### src/rtl/assert_macros.svh
// Assertion macros used by the core RTL file of the argument splitter.
`ifndef ASSERT_MACROS_SVH
`define ASSERT_MACROS_SVH
`ifndef SYNTH
`define ASSERT_ALWAYS(lbl, clk, rst, expr) \
   lbl: assert property (@(posedge clk) disable iff (rst) (expr)) \
      else $error("assertion failed");
`define ASSERT_IMPLIES(lbl, clk, rst, ante, cons) \
   lbl: assert property (@(posedge clk) disable iff (rst) (ante) |-> (cons)) \
      else $error("assertion failed");
`define ASSERT_NEXT(lbl, clk, rst, ante, cons) \
   lbl: assert property (@(posedge clk) disable iff (rst) (ante) |=> (cons)) \
      else $error("assertion failed");
`else
`define ASSERT_ALWAYS(lbl, clk, rst, expr)
`define ASSERT_IMPLIES(lbl, clk, rst, ante, cons)
`define ASSERT_NEXT(lbl, clk, rst, ante, cons)
`endif
`endif

### src/rtl/cmdsplit_pkg.sv
// Types and constants of the command line argument splitter.
package cmdsplit_pkg;

   localparam int MAX_RUN = 63;
   localparam int RUN_W   = 6;
   localparam logic [RUN_W-1:0] RUN_CAP = (MAX_RUN > 63) ? RUN_W'(63) : RUN_W'(MAX_RUN);

   localparam logic [7:0] CH_SPACE  = 8'h20;
   localparam logic [7:0] CH_TAB    = 8'h09;
   localparam logic [7:0] CH_QUOTE  = 8'h22;
   localparam logic [7:0] CH_BSLASH = 8'h5C;

   localparam logic [7:0] MAX_ARGS_RESET = 8'd255;

   typedef struct packed {
      logic             in_quote;
      logic             in_word;
      logic [RUN_W-1:0] run;
      logic [7:0]       word_count;
      logic             limit_hit;
   } state_type;

   typedef struct packed {
      logic [RUN_W-1:0] backslash_count;
      logic             has_char;
      logic [7:0]       char_out;
      logic             word_end;
      logic [7:0]       word_index;
      logic             done_res;
   } result_type;

endpackage

### src/rtl/cmdsplit_step.sv
// Next-state and result logic for one command line byte.
module cmdsplit_step
   import cmdsplit_pkg::*;
(
   input  state_type  state,
   input  logic [7:0] max_args,
   input  logic [7:0] char_in,
   input  logic       end_of_line,
   output state_type  next_state,
   output logic       res_valid,
   output result_type res
);

   logic [7:0]       limit;
   logic             is_sep;
   logic [RUN_W-1:0] run_eff;
   logic             quote_eff;
   logic [7:0]       count_inc;

   assign limit     = (max_args == 8'd0) ? 8'd0 : max_args - 8'd1;
   assign is_sep    = (char_in == CH_SPACE) || (char_in == CH_TAB);
   assign run_eff   = state.in_word ? state.run : '0;
   assign quote_eff = state.in_word ? state.in_quote : 1'b0;
   assign count_inc = state.word_count + 8'd1;

   always_comb begin
      next_state = state;
      res_valid  = 1'b0;
      res        = '0;
      res.word_index = state.word_count;
      if (end_of_line) begin
         res_valid    = 1'b1;
         res.done_res = 1'b1;
         if (state.in_word) begin
            res.backslash_count = state.run;
            res.word_end        = 1'b1;
            res.word_index      = count_inc;
         end
         next_state = '0;
      end else if (state.limit_hit) begin
         // drop every byte up to end of line
         next_state = state;
      end else if (!state.in_word && is_sep) begin
         next_state = state;
      end else if (!state.in_word && (state.word_count >= limit)) begin
         next_state.limit_hit = 1'b1;
      end else begin
         next_state.in_word  = 1'b1;
         next_state.in_quote = quote_eff;
         next_state.run      = '0;
         if (char_in == CH_BSLASH) begin
            // saturate the run
            next_state.run = (run_eff < RUN_CAP) ? run_eff + RUN_W'(1) : run_eff;
         end else if (char_in == CH_QUOTE) begin
            res_valid           = 1'b1;
            res.backslash_count = run_eff >> 1;
            if (run_eff[0]) begin
               res.has_char = 1'b1;
               res.char_out = CH_QUOTE;
            end else begin
               next_state.in_quote = !quote_eff;
            end
         end else if (!quote_eff && is_sep) begin
            res_valid             = 1'b1;
            res.backslash_count   = run_eff;
            res.word_end          = 1'b1;
            next_state.word_count = count_inc;
            next_state.in_word    = 1'b0;
            next_state.in_quote   = 1'b0;
            next_state.limit_hit  = (count_inc >= limit);
         end else begin
            res_valid           = 1'b1;
            res.backslash_count = run_eff;
            res.has_char        = 1'b1;
            res.char_out        = char_in;
         end
      end
   end

endmodule

### src/rtl/command_line_argument_splitter_core.sv
// A result beat is registered and appears in the cycle after the byte that causes it is taken.
// Throughput: one byte per cycle while the result register can drain; the state update
// and result decode sit between the line state registers and the result register.
// A stalled result register holds req_tready low until it drains.
// Reset (synchronous, active high) clears the line state and sets max_args to 255.
`include "assert_macros.svh"
module command_line_argument_splitter_core
   import cmdsplit_pkg::*;
(
   input  logic        clock,
   input  logic        reset,
   input  logic        csr_wr_en,
   input  logic [7:0]  csr_wr_data,
   input  logic        req_tvalid,
   output logic        req_tready,
   input  logic [7:0]  req_tdata,   // [7:0] char_in
   input  logic        req_tlast,   // end_of_line
   output logic        rsp_tvalid,
   input  logic        rsp_tready,
   output logic [23:0] rsp_tdata,   // [5:0] backslash_count, [6] has_char,
                                    // [14:7] char_out, [22:15] word_index, [23] zero
   output logic        rsp_tlast,   // word_end
   output logic        rsp_tuser    // done_res
);

   logic [7:0] max_args_reg_ff;
   state_type  state_ff, state_in, step_state;
   logic       rsp_valid_ff, rsp_valid_in;
   result_type rsp_ff, rsp_in, step_res;
   logic       step_valid;
   logic       req_fire;

   assign req_tready  = !rsp_valid_ff || rsp_tready;
   assign req_fire    = req_tvalid && req_tready;

   cmdsplit_step u_step (
      .state       (state_ff),
      .max_args    (max_args_reg_ff),
      .char_in     (req_tdata),
      .end_of_line (req_tlast),
      .next_state  (step_state),
      .res_valid   (step_valid),
      .res         (step_res)
   );

   always_comb begin
      state_in     = state_ff;
      rsp_valid_in = rsp_valid_ff;
      rsp_in       = rsp_ff;
      if (req_fire) begin
         state_in     = step_state;
         rsp_valid_in = step_valid;
         rsp_in       = step_res;
      end else if (rsp_tready) begin
         rsp_valid_in = 1'b0;
      end
   end

   always_ff @(posedge clock) begin
      if (reset) begin
         max_args_reg_ff <= MAX_ARGS_RESET;
         state_ff        <= '0;
         rsp_valid_ff    <= 1'b0;
      end else begin
         if (csr_wr_en) begin
            max_args_reg_ff <= csr_wr_data;
         end
         state_ff     <= state_in;
         rsp_valid_ff <= rsp_valid_in;
      end
      rsp_ff <= rsp_in;
   end

   assign rsp_tvalid = rsp_valid_ff;
   assign rsp_tdata  = {1'b0, rsp_ff.word_index, rsp_ff.char_out,
                        rsp_ff.has_char, rsp_ff.backslash_count};
   assign rsp_tlast  = rsp_ff.word_end;
   assign rsp_tuser  = rsp_ff.done_res;

   `ASSERT_ALWAYS(a_run_cap, clock, reset, state_ff.run <= RUN_CAP)
   `ASSERT_NEXT(a_eol_result, clock, reset, req_fire && req_tlast, rsp_tvalid && rsp_tuser)
   `ASSERT_NEXT(a_eol_clear, clock, reset, req_fire && req_tlast,
                !state_ff.in_word && (state_ff.word_count == 8'd0) && !state_ff.limit_hit)
   `ASSERT_IMPLIES(a_done_no_char, clock, reset, rsp_tvalid && rsp_tuser, !rsp_ff.has_char)

endmodule

### config.mk
export PLATFORM = sky130hd
export DESIGN_NAME = command_line_argument_splitter_core
export DESIGN_NICKNAME = d
export VERILOG_FILES = /design/src/rtl/cmdsplit_pkg.sv /design/src/rtl/cmdsplit_step.sv /design/src/rtl/command_line_argument_splitter_core.sv
export VERILOG_INCLUDE_DIRS = /design/src /design/src/rtl
export SDC_FILE = /design/constraint.sdc
export NUM_CORES = 1
export LEC_CHECK = 0
export ABC_AREA = 0
export BUFFER_PORTS_ARGS = -buffer_cell sky130_fd_sc_hd__buf_4
export CORE_MARGIN = 3
export CORE_UTILIZATION = 31
export DETAILED_ROUTE_END_ITERATION = 10
export PLACE_DENSITY = 0.48
export SLEW_MARGIN = 0
export SYNTH_ARGS = -nofsm -noshare
export SYNTH_HDL_FRONTEND = slang
export SYNTH_SLANG_ARGS = --single-unit
### constraint.sdc
create_clock -name clock -period 2.9 [get_ports clock]
set_input_delay 0.145 -clock clock [delete_from_list [all_inputs] [get_ports clock]]
set_output_delay 0.145 -clock clock [all_outputs]
set_load 0.01 [all_outputs]
==> key figures, run 1 <==
Status
  • Status: finished clean

Route
  • Initial DRC Count: a little under 80
  • DRC: 0
  • WL per Instance: ~15 µm
  • Via density: 5.09
  • Vias post-DR: 2772
  • Final ANT Viol Nets: 0
  • Detailed-router iteration count before antenna repair: 4
  • Final WL: roughly 8.2 mm

GRT
  • GR Util met2: 0.214
  • Most used routing layer: met2
  • Met1 Resource Use GR: 0.204
  • All-Layer GR Usage: 0.140
  • Met3 usage: 0.0245
  • Vias in the first global route: ~2700
  • Pin count of the biggest net entering global routing: 21
  • GR Overflow Total: 0
  • Initial antenna violation count: 0
  • First-pass GRT wire length: about 13 mm

Timing
  • Fmax: 363 MHz
  • Final cycle utilization of the critical path: 0.951
  • Fin. Hold Viols: 0
  • Fin crit period: 2760 ps
  • Setup ws final: ~140 ps
  • Setup Viol. Count Final: 0
  • Worst-Margin Slew: roughly 580 ps
  • Relative slew slack: 0.606
  • RSZ-0062 raised after global routing: yes
  • Max-slew violation count: 0
  • Final Skew: between 5 and 6 ps

Synthesis
  • Post-synthesis register bit count: 51
  • EDFF count, synth: 25
  • Sequential element share of the synthesized area: 0.390
  • Mapped Nets: between 300 and 400
  • Yosys cell types: 67
  • Mapped Area: roughly 0.0033 mm²
  • Commonest register cell after synthesis: dfxtp_1
  • Syn avg cell area: approximately 9.5 µm²
  • Ys async rst share: 0
  • Yosys warnings: 0
  • Syn Inst Count: about 340

Finish
  • Post-layout util: 0.421
  • Post-route cell area: approximately 0.0042 mm²
  • Nets: 453
  • Area delta synth->final: 29.2%
  • Share of cells above drive strength 1: 0.306
  • Antenna diodes: 0

Setup path
  • CP Launch Point: max_args_reg_ff[3]$_SDFFE_PP1P_
  • Crit-path cells: nor4_2, buf_4, nand2_1, xnor2_1, nand2_1, ha_4, buf_4, a21oi_1, o21a_1, o32ai_4, or4_4, o21ai_1
  • Worst r2r path cells: 12
  • CP peak stage delay: roughly 560 ps
  • Critical Setup Path Class: reg2reg
  • CP Launch Type: flip-flop
  • WP data required: 3060 ps
  • Max FO, Critical Path: 5
  • CP Capture Type: flip-flop
  • R2r setup slk: roughly 140 ps
  • Reg2reg start: max_args_reg_ff[3]$_SDFFE_PP1P_
  • Crit path DAT: around 2900 ps
  • Slowest stage cell, crit path: or4_4
  • CP Capture Point: rsp_tlast$_DFFE_PP_
  • R2r endpoint: rsp_tlast$_DFFE_PP_

Clocking
  • Root Buffer: clkbuf_8
  • Clock buffer depth: 2
  • CTS tree: built
  • Hold_buf cts: 0
  • Worst skew pair latency: about 310 ps
  • Num CTS Buffers: 5
  • Clk pin slew, worst setup/hold paths: approximately 100 ps
  • H-tree depth: 2
  • Clock sink total: 51

Die
  • Die Span Y: 109 µm
  • # IOs: 50
  • Initial Util: 0.326
  • Area of the die: between 0.01 and 0.015 mm²
  • Num rows: 36
  • Chip width: approximately 110 µm
  • Core ar.: ~0.01 mm²

Placed design
  • RePlAce Congestion: roughly 0.86
  • Port Buf Inserts: 48
  • Cell Area, Placed: between 0.003 and 0.004 mm²
  • Worst Setup Slack post-DPL: -180 ps
  • Post-DP HPWL: roughly 6.3 mm

Power and ir drop
  • Static Leak: roughly 1.7 nW
  • Worst vdd ir: roughly 0.22 mV
  • Final Power: 0.00162 W
  • Power Dens Cells: between 300 and 400 mW/mm²

Job
  • Max-cap check violation count: 0

Hold path
  • Worst Hold Class: in2reg
-- stage by stage --
step / hold WS (ps) / TNS (ps) / instances
4_1_cts: 40.2 / 0 / 545
3_5_place_dp: 364 / -1730 / 536
2_1_floorplan: 244 / 0 / 342
3_3_place_gp: 359 / -960 / 536
6_report: 41.0 / 0 / 545
5_1_grt: 48.4 / -121 / 545
-- worst min path at each step --
stage	start	to	slack (ps)	depth (start not counted)
5_1_grt	csr_wr_data[1]	max_args_reg_ff[1]$_SDFFE_PP1P_	50	3
2_1_floorplan	req_tlast	rsp_tuser$_DFFE_PP_	240	0
3_3_place_gp	csr_wr_data[5]	max_args_reg_ff[5]$_SDFFE_PP1P_	360	3
4_1_cts	csr_wr_data[2]	max_args_reg_ff[2]$_SDFFE_PP1P_	40	3
3_5_place_dp	csr_wr_data[2]	max_args_reg_ff[2]$_SDFFE_PP1P_	360	3
6_report	csr_wr_data[0]	max_args_reg_ff[0]$_SDFFE_PP1P_	40	3
-- power by group --
group	total [W]	switching, W	internal, W
logic	0.000252	0.000133	0.000119
registers	0.000800	0.0000141	0.000786
clock network	0.000572	0.000262	0.000310
-- worst max-delay path, delay by kind of cell, from the launching register on --
family / cells / cell delay (ps)
DFF: 1 / 330
and+or+nand+nor: 4 / 1000
buffers and inverters: 2 / 290
xor gates and xnor gates: 1 / 130
adders and majority gates: 1 / 230
AOI/OAI and AO/OA: 4 / 620
-- registers in the layout, indices dropped and copies added (netlist names) --
register         count
rsp_tvalid           1
rsp_tlast            1
state_ff            17
rsp_tdata           23
rsp_tuser            1
max_args_reg_ff      8
-- synthesized netlist by cell type, drive strengths merged (3+ instances only) --
cell type	number	area share
nand4	5	0.0096
or2	3	0.0058
and2	8	0.016
a211o	6	0.016
nand3	17	0.026
a211oi	8	0.028
edfxtp	25	0.23
and3	5	0.0096
a2111oi	5	0.025
nor2	24	0.028
nor3b	3	0.0069
o21a	4	0.0092
xnor2	10	0.027
clkbuf	13	0.015
o211ai	4	0.0092
or3b	3	0.0081
mux2i	10	0.031
o21ai	12	0.020
a31oi	3	0.0058
dfxtp	26	0.16
nor3	8	0.012
inv	9	0.010
a21oi	7	0.011
buf	6	0.011
nand2	38	0.044
nand2b	5	0.0096
xor2	10	0.027
nor4	6	0.013
o31ai	3	0.0069
ha	20	0.077
or4	4	0.010
-- what timing repair did --
| item | 4_1_cts | 5_1_grt |
|---|---|---|
| resized for setup | 7 | 18 |
| setup buffers | 1 | 0 |
| pin swaps | 3 | 5 |
| setup endpoints to repair | 15 | 23 |
-- area by class of cell --
type	instances	area, µm²
fill	1018	5790
tap	133	166
multi-input combinational	262	1990
timing repair buffer	81	608
clock inverter	2	37.5
inverter	10	37.5
sequential	51	1270
clock buffer	6	93.8
-- placed cells by master, fill, tap and decap left out, types with 3 or more instances in the layout --
cell type / n
nor3_1: 8
edfxtp_1: 25
o21a_1: 4
xnor2_1: 10
o21ai_0: 8
nand2b_1: 3
a21oi_1: 5
o211ai_1: 4
nand2_1: 38
and2_1: 7
xor2_1: 10
or4_4: 3
a211oi_2: 6
nand3_1: 16
and3_1: 4
mux2i_1: 10
o31ai_1: 3
inv_1: 8
nand4_1: 5
a31oi_1: 3
clkbuf_8: 5
nor4_1: 3
dfxtp_1: 25
nor2_1: 23
nor3b_1: 3
ha_1: 19
buf_4: 81
a211o_1: 6
-- per-layer routing --
layer / wire, µm / vias up
met5: 0 / -
met3: 275 / 8
met4: 96 / 0
li1: - / 1412
met2: 3730 / 43
met1: 4120 / 1309
-- logic make-up after synthesis --
family	share of synthesized area
XOR/XNOR	0.0538
adder cells (fa/ha/maj)	0.0768
multiplexers	0.0307
other	0.00115
flip-flops	0.390
buffers and inverters	0.0372
AND/OR/NAND/NOR	0.230
AO/OA/AOI/OAI	0.180
Power figures use the tool's default switching activity.
==> run 2, diff against run 1 <==
Settings changed: RECOVER_POWER set to 100.
==> run 2 against run 1 <==
Core utilization is essentially flat. Critical path depth is the same. Via count grew 0.47%. Global-route usage is the same. Flip-flop and latch count is the same. Clock skew is essentially flat. Count of clock-buffer cells in the layout is the same. Cell area is essentially flat. Worst setup slack lost 1.3 ps. Sequential share of layout area is essentially flat. Cell count is the same. Sequential power is essentially flat. Largest cell class unchanged. Largest power group unchanged.
==> key figures, run 2 (same netlist as run 1, synthesis figures left out) <==
Route
  • Detailed-router iteration count before antenna repair: 4
  • Via density: slightly above 5
  • WL per Instance: ~15 µm
  • Final WL: between 8 and 9 mm
  • Final ANT Viol Nets: 0
  • DRC: 0
  • Vias post-DR: approximately 2800
  • Initial DRC Count: 78

Clocking
  • H-tree depth: 2
  • Clock buffer depth: 2
  • Clk pin slew, worst setup/hold paths: 100 ps
  • CTS tree: built
  • Clock sink total: approximately 50
  • Worst skew pair latency: 310 ps
  • Num CTS Buffers: 5
  • Root Buffer: clkbuf_8

Die
  • # IOs: 50
  • Core ar.: ~0.010 mm²
  • Initial Util: 0.326
  • Num rows: 36
  • Die Span Y: roughly 110 µm
  • Area of the die: between 0.01 and 0.015 mm²
  • Chip width: approximately 110 µm

Setup path
  • CP Capture Type: flip-flop
  • CP Launch Type: flip-flop
  • Crit-path cells: nor4_2, buf_4, nand2_1, xnor2_1, nand2_1, ha_4, buf_4, a21oi_1, o21a_1, o32ai_4, or4_4, o21ai_1
  • Critical Setup Path Class: reg2reg
  • Max FO, Critical Path: 5
  • Slowest stage cell, crit path: or4_4
  • Delay-heaviest family, CP: simple AND/OR/NAND/NOR gates
  • WP data required: slightly above 3000 ps
  • Buffers & Inverters on Critical Path: 2
  • Crit path DAT: just under 3000 ps
  • CP peak stage delay: 560 ps

Timing
  • Setup Viol. Count Final: 0
  • Final cycle utilization of the critical path: 0.951
  • RSZ-0062 raised after global routing: yes
  • Worst-Margin Slew: between 500 and 600 ps
  • Final Skew: around 6.3 ps
  • Fmax: 363 MHz
  • Worst Hold Slack: approximately 40 ps
  • Relative slew slack: 0.600
  • Setup TNS Final: 0 ps
  • Max-slew violation count: 0
  • Fin crit period: 2760 ps
  • Fin. Hold Viols: 0

Status
  • Status: finished clean

Finish
  • Share of cells above drive strength 1: 0.301
  • Max reg flops: 23
  • Most frequent cells in the layout: 79 x buf_4, 38 x nand2_1, 25 x dfxtp_1, 25 x edfxtp_1, 23 x nor2_1
  • Leading cell type in the layout, fill and taps excluded: buf_4
  • Antenna diodes: 0
  • Nets: around 450
  • Non-filler instance count after layout: 545
  • Area delta synth->final: 29.1%

GRT
  • Vias in the first global route: approximately 2700
  • GR Overflow Total: 0
  • Met3 usage: 0.0245
  • Most used routing layer: met2
  • First-pass GRT wire length: between 10 and 15 mm
  • Met1 Resource Use GR: 0.204
  • All-Layer GR Usage: 0.140
  • GR Util met2: 0.214
  • Initial antenna violation count: 0
  • Pin count of the biggest net entering global routing: 21

Power and ir drop
  • Static Leak: approximately 1.7 nW
  • Final Power: about 0.0016 W
  • Worst vdd ir: 0.223 mV
  • Power Dens Cells: ~390 mW/mm²

Hold path
  • Worst Hold Class: in2reg

Placed design
  • DP Cell Count: 536
  • Post-DP HPWL: 6.28 mm
  • Port Buf Inserts: 48
  • RePlAce Congestion: about 0.86

Job
  • Max-cap check violation count: 0
==> run 2: final timing paths <==
kind,from,endpoint,slack [ps],cells after the start
worst min-delay path,csr_wr_data[0],max_args_reg_ff[0]$_SDFFE_PP1P_,40,3
worst max-delay path,max_args_reg_ff[3]$_SDFFE_PP1P_,rsp_tlast$_DFFE_PP_,140,12
worst min register to register,state_ff[12]$_SDFFE_PP0P_,state_ff[12]$_SDFFE_PP0P_,570,2
worst max register to register,max_args_reg_ff[3]$_SDFFE_PP1P_,rsp_tlast$_DFFE_PP_,140,12
==> run 2: per-layer routing <==
layer | vias up | wire (µm)
met4 | 0 | 96
li1 | 1410 | -
met1 | 1322 | 4160
met2 | 45 | 3720
met3 | 8 | 246
met5 | - | 0
==> run 2: stage by stage <==
step | instance area (µm²) | setup slack [ps] | util
floorplan | 3260 | 69.4 | -
global placement | 3940 | -141 | 0.394
detailed placement | 3940 | -180 | 0.394
CTS | 4120 | 11.1 | 0.412
global route | 4210 | -31.8 | 0.421
finish | 4210 | 142 | 0.421
==> run 2: cell type report <==
type | count | area [µm²]
sequential | 51 | 1270
fill | 1018 | 5790
timing repair buffer | 81 | 604
multi-input combinational | 262 | 1990
tap | 133 | 166
clock buffer | 6 | 93.8
clock inverter | 2 | 37.5
inverter | 10 | 37.5
==> run 2: what timing repair did <==
| action | in CTS | in global routing |
|---|---|---|
| pin swaps | 3 | 5 |
| setup endpoints to repair | 15 | 23 |
| hold buffers | 0 | 0 |
| resized for setup | 7 | 18 |
| setup buffers | 1 | 0 |
==> run 2: worst min-delay path, stage by stage <==
cell and delay [ps]:
buf_4 70, nand2_1 40, o211ai_1 60
==> run 2: where the power goes <==
group          leakage, nW  switching, W  internal (W)
sequential           0.465     0.0000138      0.000786
clock               0.0626      0.000262      0.000310
combinational         1.20      0.000133      0.000118
==> run 3, diff against run 2 <==
Settings changed: SETUP_SLACK_MARGIN set to 0.4.
==> run 3 against run 2 <==
Worst setup slack got worse by 25 ps. Total power fell by 3.3%. Register-to-register slack got worse by 30 ps. Critical endpoint is now rsp_tdata[0]$_DFFE_PP_. Largest cell class unchanged.
==> key figures, run 3 (same netlist as run 1, synthesis figures left out) <==
Status
  • Status: finished clean

Finish
  • Max reg flops: 23
  • Most frequent cells in the layout: 43 x buf_4, 37 x nand2_1, 29 x clkbuf_1
  • Nets: 446
  • Share of cells above drive strength 1: 0.257
  • Antenna diodes: 0
  • Post-layout util: 0.413
  • Leading cell type in the layout, fill and taps excluded: buf_4
  • Area delta synth->final: 26.7%
  • Post-route cell area: approximately 0.0041 mm²

Placed design
  • Cell Area, Placed: just under 0.004 mm²
  • Post-DP HPWL: approximately 6.3 mm
  • Port Buf Inserts: 48
  • RePlAce Congestion: ~0.84

Route
  • Initial DRC Count: between 80 and 90
  • DRC: 0
  • Via density: ~5.1
  • Detailed-router iteration count before antenna repair: 4
  • WL per Instance: around 16 µm
  • Final WL: 8.46 mm
  • Vias post-DR: between 2000 and 3000
  • Final ANT Viol Nets: 0

Clocking
  • Clock buffer depth: 2
  • CTS tree: built
  • Clock sink total: 51
  • Worst skew pair latency: 310 ps
  • Hold_buf cts: 0
  • Root Buffer: clkbuf_8
  • H-tree depth: 2
  • Num CTS Buffers: 5
  • Clk pin slew, worst setup/hold paths: ~90 ps

Die
  • Area of the die: roughly 0.012 mm²
  • Initial Util: 0.326
  • # IOs: 50
  • Die Span Y: ~110 µm
  • Chip width: between 100 and 150 µm
  • Core ar.: between 0.009 and 0.01 mm²
  • Num rows: 36

Setup path
  • R2r setup slk: 120 ps
  • WP data required: around 3100 ps
  • Crit-path cells: nor4_4, a31oi_2, ha_1, nand2b_4, a2111oi_4, o32ai_2, buf_4, or4_4, o21ai_2
  • Slowest stage cell, crit path: or4_4
  • Max FO, Critical Path: 5
  • Critical Setup Path Class: reg2reg
  • CP Launch Type: flip-flop
  • CP peak stage delay: 510 ps
  • Buffers & Inverters on Critical Path: 1
  • Crit path DAT: ~3000 ps
  • Delay-heaviest family, CP: simple AND/OR/NAND/NOR gates
  • CP Capture Type: flip-flop

Power and ir drop
  • Static Leak: about 1.6 nW
  • Worst vdd ir: 0.197 mV
  • Power Dens Cells: between 300 and 400 mW/mm²

Job
  • Max-cap check violation count: 0

GRT
  • GR Overflow Total: 0
  • Vias in the first global route: around 2700
  • Pin count of the biggest net entering global routing: 21
  • All-Layer GR Usage: 0.146
  • First-pass GRT wire length: ~14 mm
  • Initial antenna violation count: 0

Hold path
  • Worst Hold Class: in2reg

Timing
  • Relative slew slack: 0.317
  • Max-slew violation count: 0
  • RSZ-0062 raised after global routing: yes
  • Fin. Hold Viols: 0
  • Worst-Margin Slew: just over 1000 ps
  • Final cycle utilization of the critical path: 0.960
  • Final Skew: 6.98 ps
  • Setup Viol. Count Final: 0
  • Fin crit period: 2780 ps
  • Fmax: 359 MHz
run 3: changes by cell type in the layout (fill, tap and decap cells not counted), moves of 4 or more:
cell      previous run  this run
buf_4               79        43
clkbuf_1             1        29
dfxtp_1             25        21
dfxtp_2              1         5
run 3: cell type report:
type | instances | area, µm²
clock buffers | 6 | 82.6
clock inverters | 2 | 35.0
fillers | 1011 | 5870
inverters | 10 | 37.5
multi-input cells | 262 | 2070
flip-flops and latches | 51 | 1280
well taps | 133 | 166
repair buffers | 74 | 454
run 3: where the power goes:
part           leakage, nW  internal (W)  switching, W  total (W)
Combinational         1.08      0.000101      0.000130   0.000231
Sequential           0.463      0.000787     0.0000207   0.000808
Clock               0.0612      0.000280      0.000251   0.000531
run 3: worst min-delay path: stages:
cell and delay [ps]:
buf_4 80, mux2i_1 50, nand2_1 50
run 3: final timing paths:
check	from	cells after the start	to
worst max-delay path	max_args_reg_ff[4]$_SDFFE_PP1P_	9	rsp_tdata[0]$_DFFE_PP_
worst min-delay path	csr_wr_data[2]	3	max_args_reg_ff[2]$_SDFFE_PP1P_
worst max register to register	max_args_reg_ff[4]$_SDFFE_PP1P_	9	rsp_tdata[0]$_DFFE_PP_
worst min register to register	max_args_reg_ff[6]$_SDFFE_PP1P_	2	max_args_reg_ff[6]$_SDFFE_PP1P_
run 3: what timing repair did:
action	4_1_cts	5_1_grt
gates cloned	0	0
pin swaps	16	6
buffers inserted	6	4
gates resized for setup	18	14
setup endpoints to repair	23	23
endpoints found under the hold margin	0	0
run 3: metrics by stage:
step | instances | total power (W) | setup slack (ps) | hold WS, ps | TNS, ps
2_1_floorplan | 342 | 0.000952 | 343 | 244 | 0
3_3_place_gp | 520 | 0.00105 | 106 | 359 | 0
3_5_place_dp | 520 | 0.00105 | 40.6 | 364 | 0
4_1_cts | 534 | 0.00161 | 112 | 30.7 | 0
5_1_grt | 538 | 0.00163 | -8.27 | 49.3 | -25.8
6_report | 538 | 0.00157 | 116 | 42.3 | 0
run 3: metal layers:
layer | up-vias | GRT usage | share of wire
met2 | 55 | 0.229 | 0.44
met1 | 1300 | 0.211 | 0.51
li1 | 1396 | - | -
met4 | 0 | 0.0370 | 0.013
met3 | 8 | 0.0221 | 0.035
met5 | - | 0 | 0
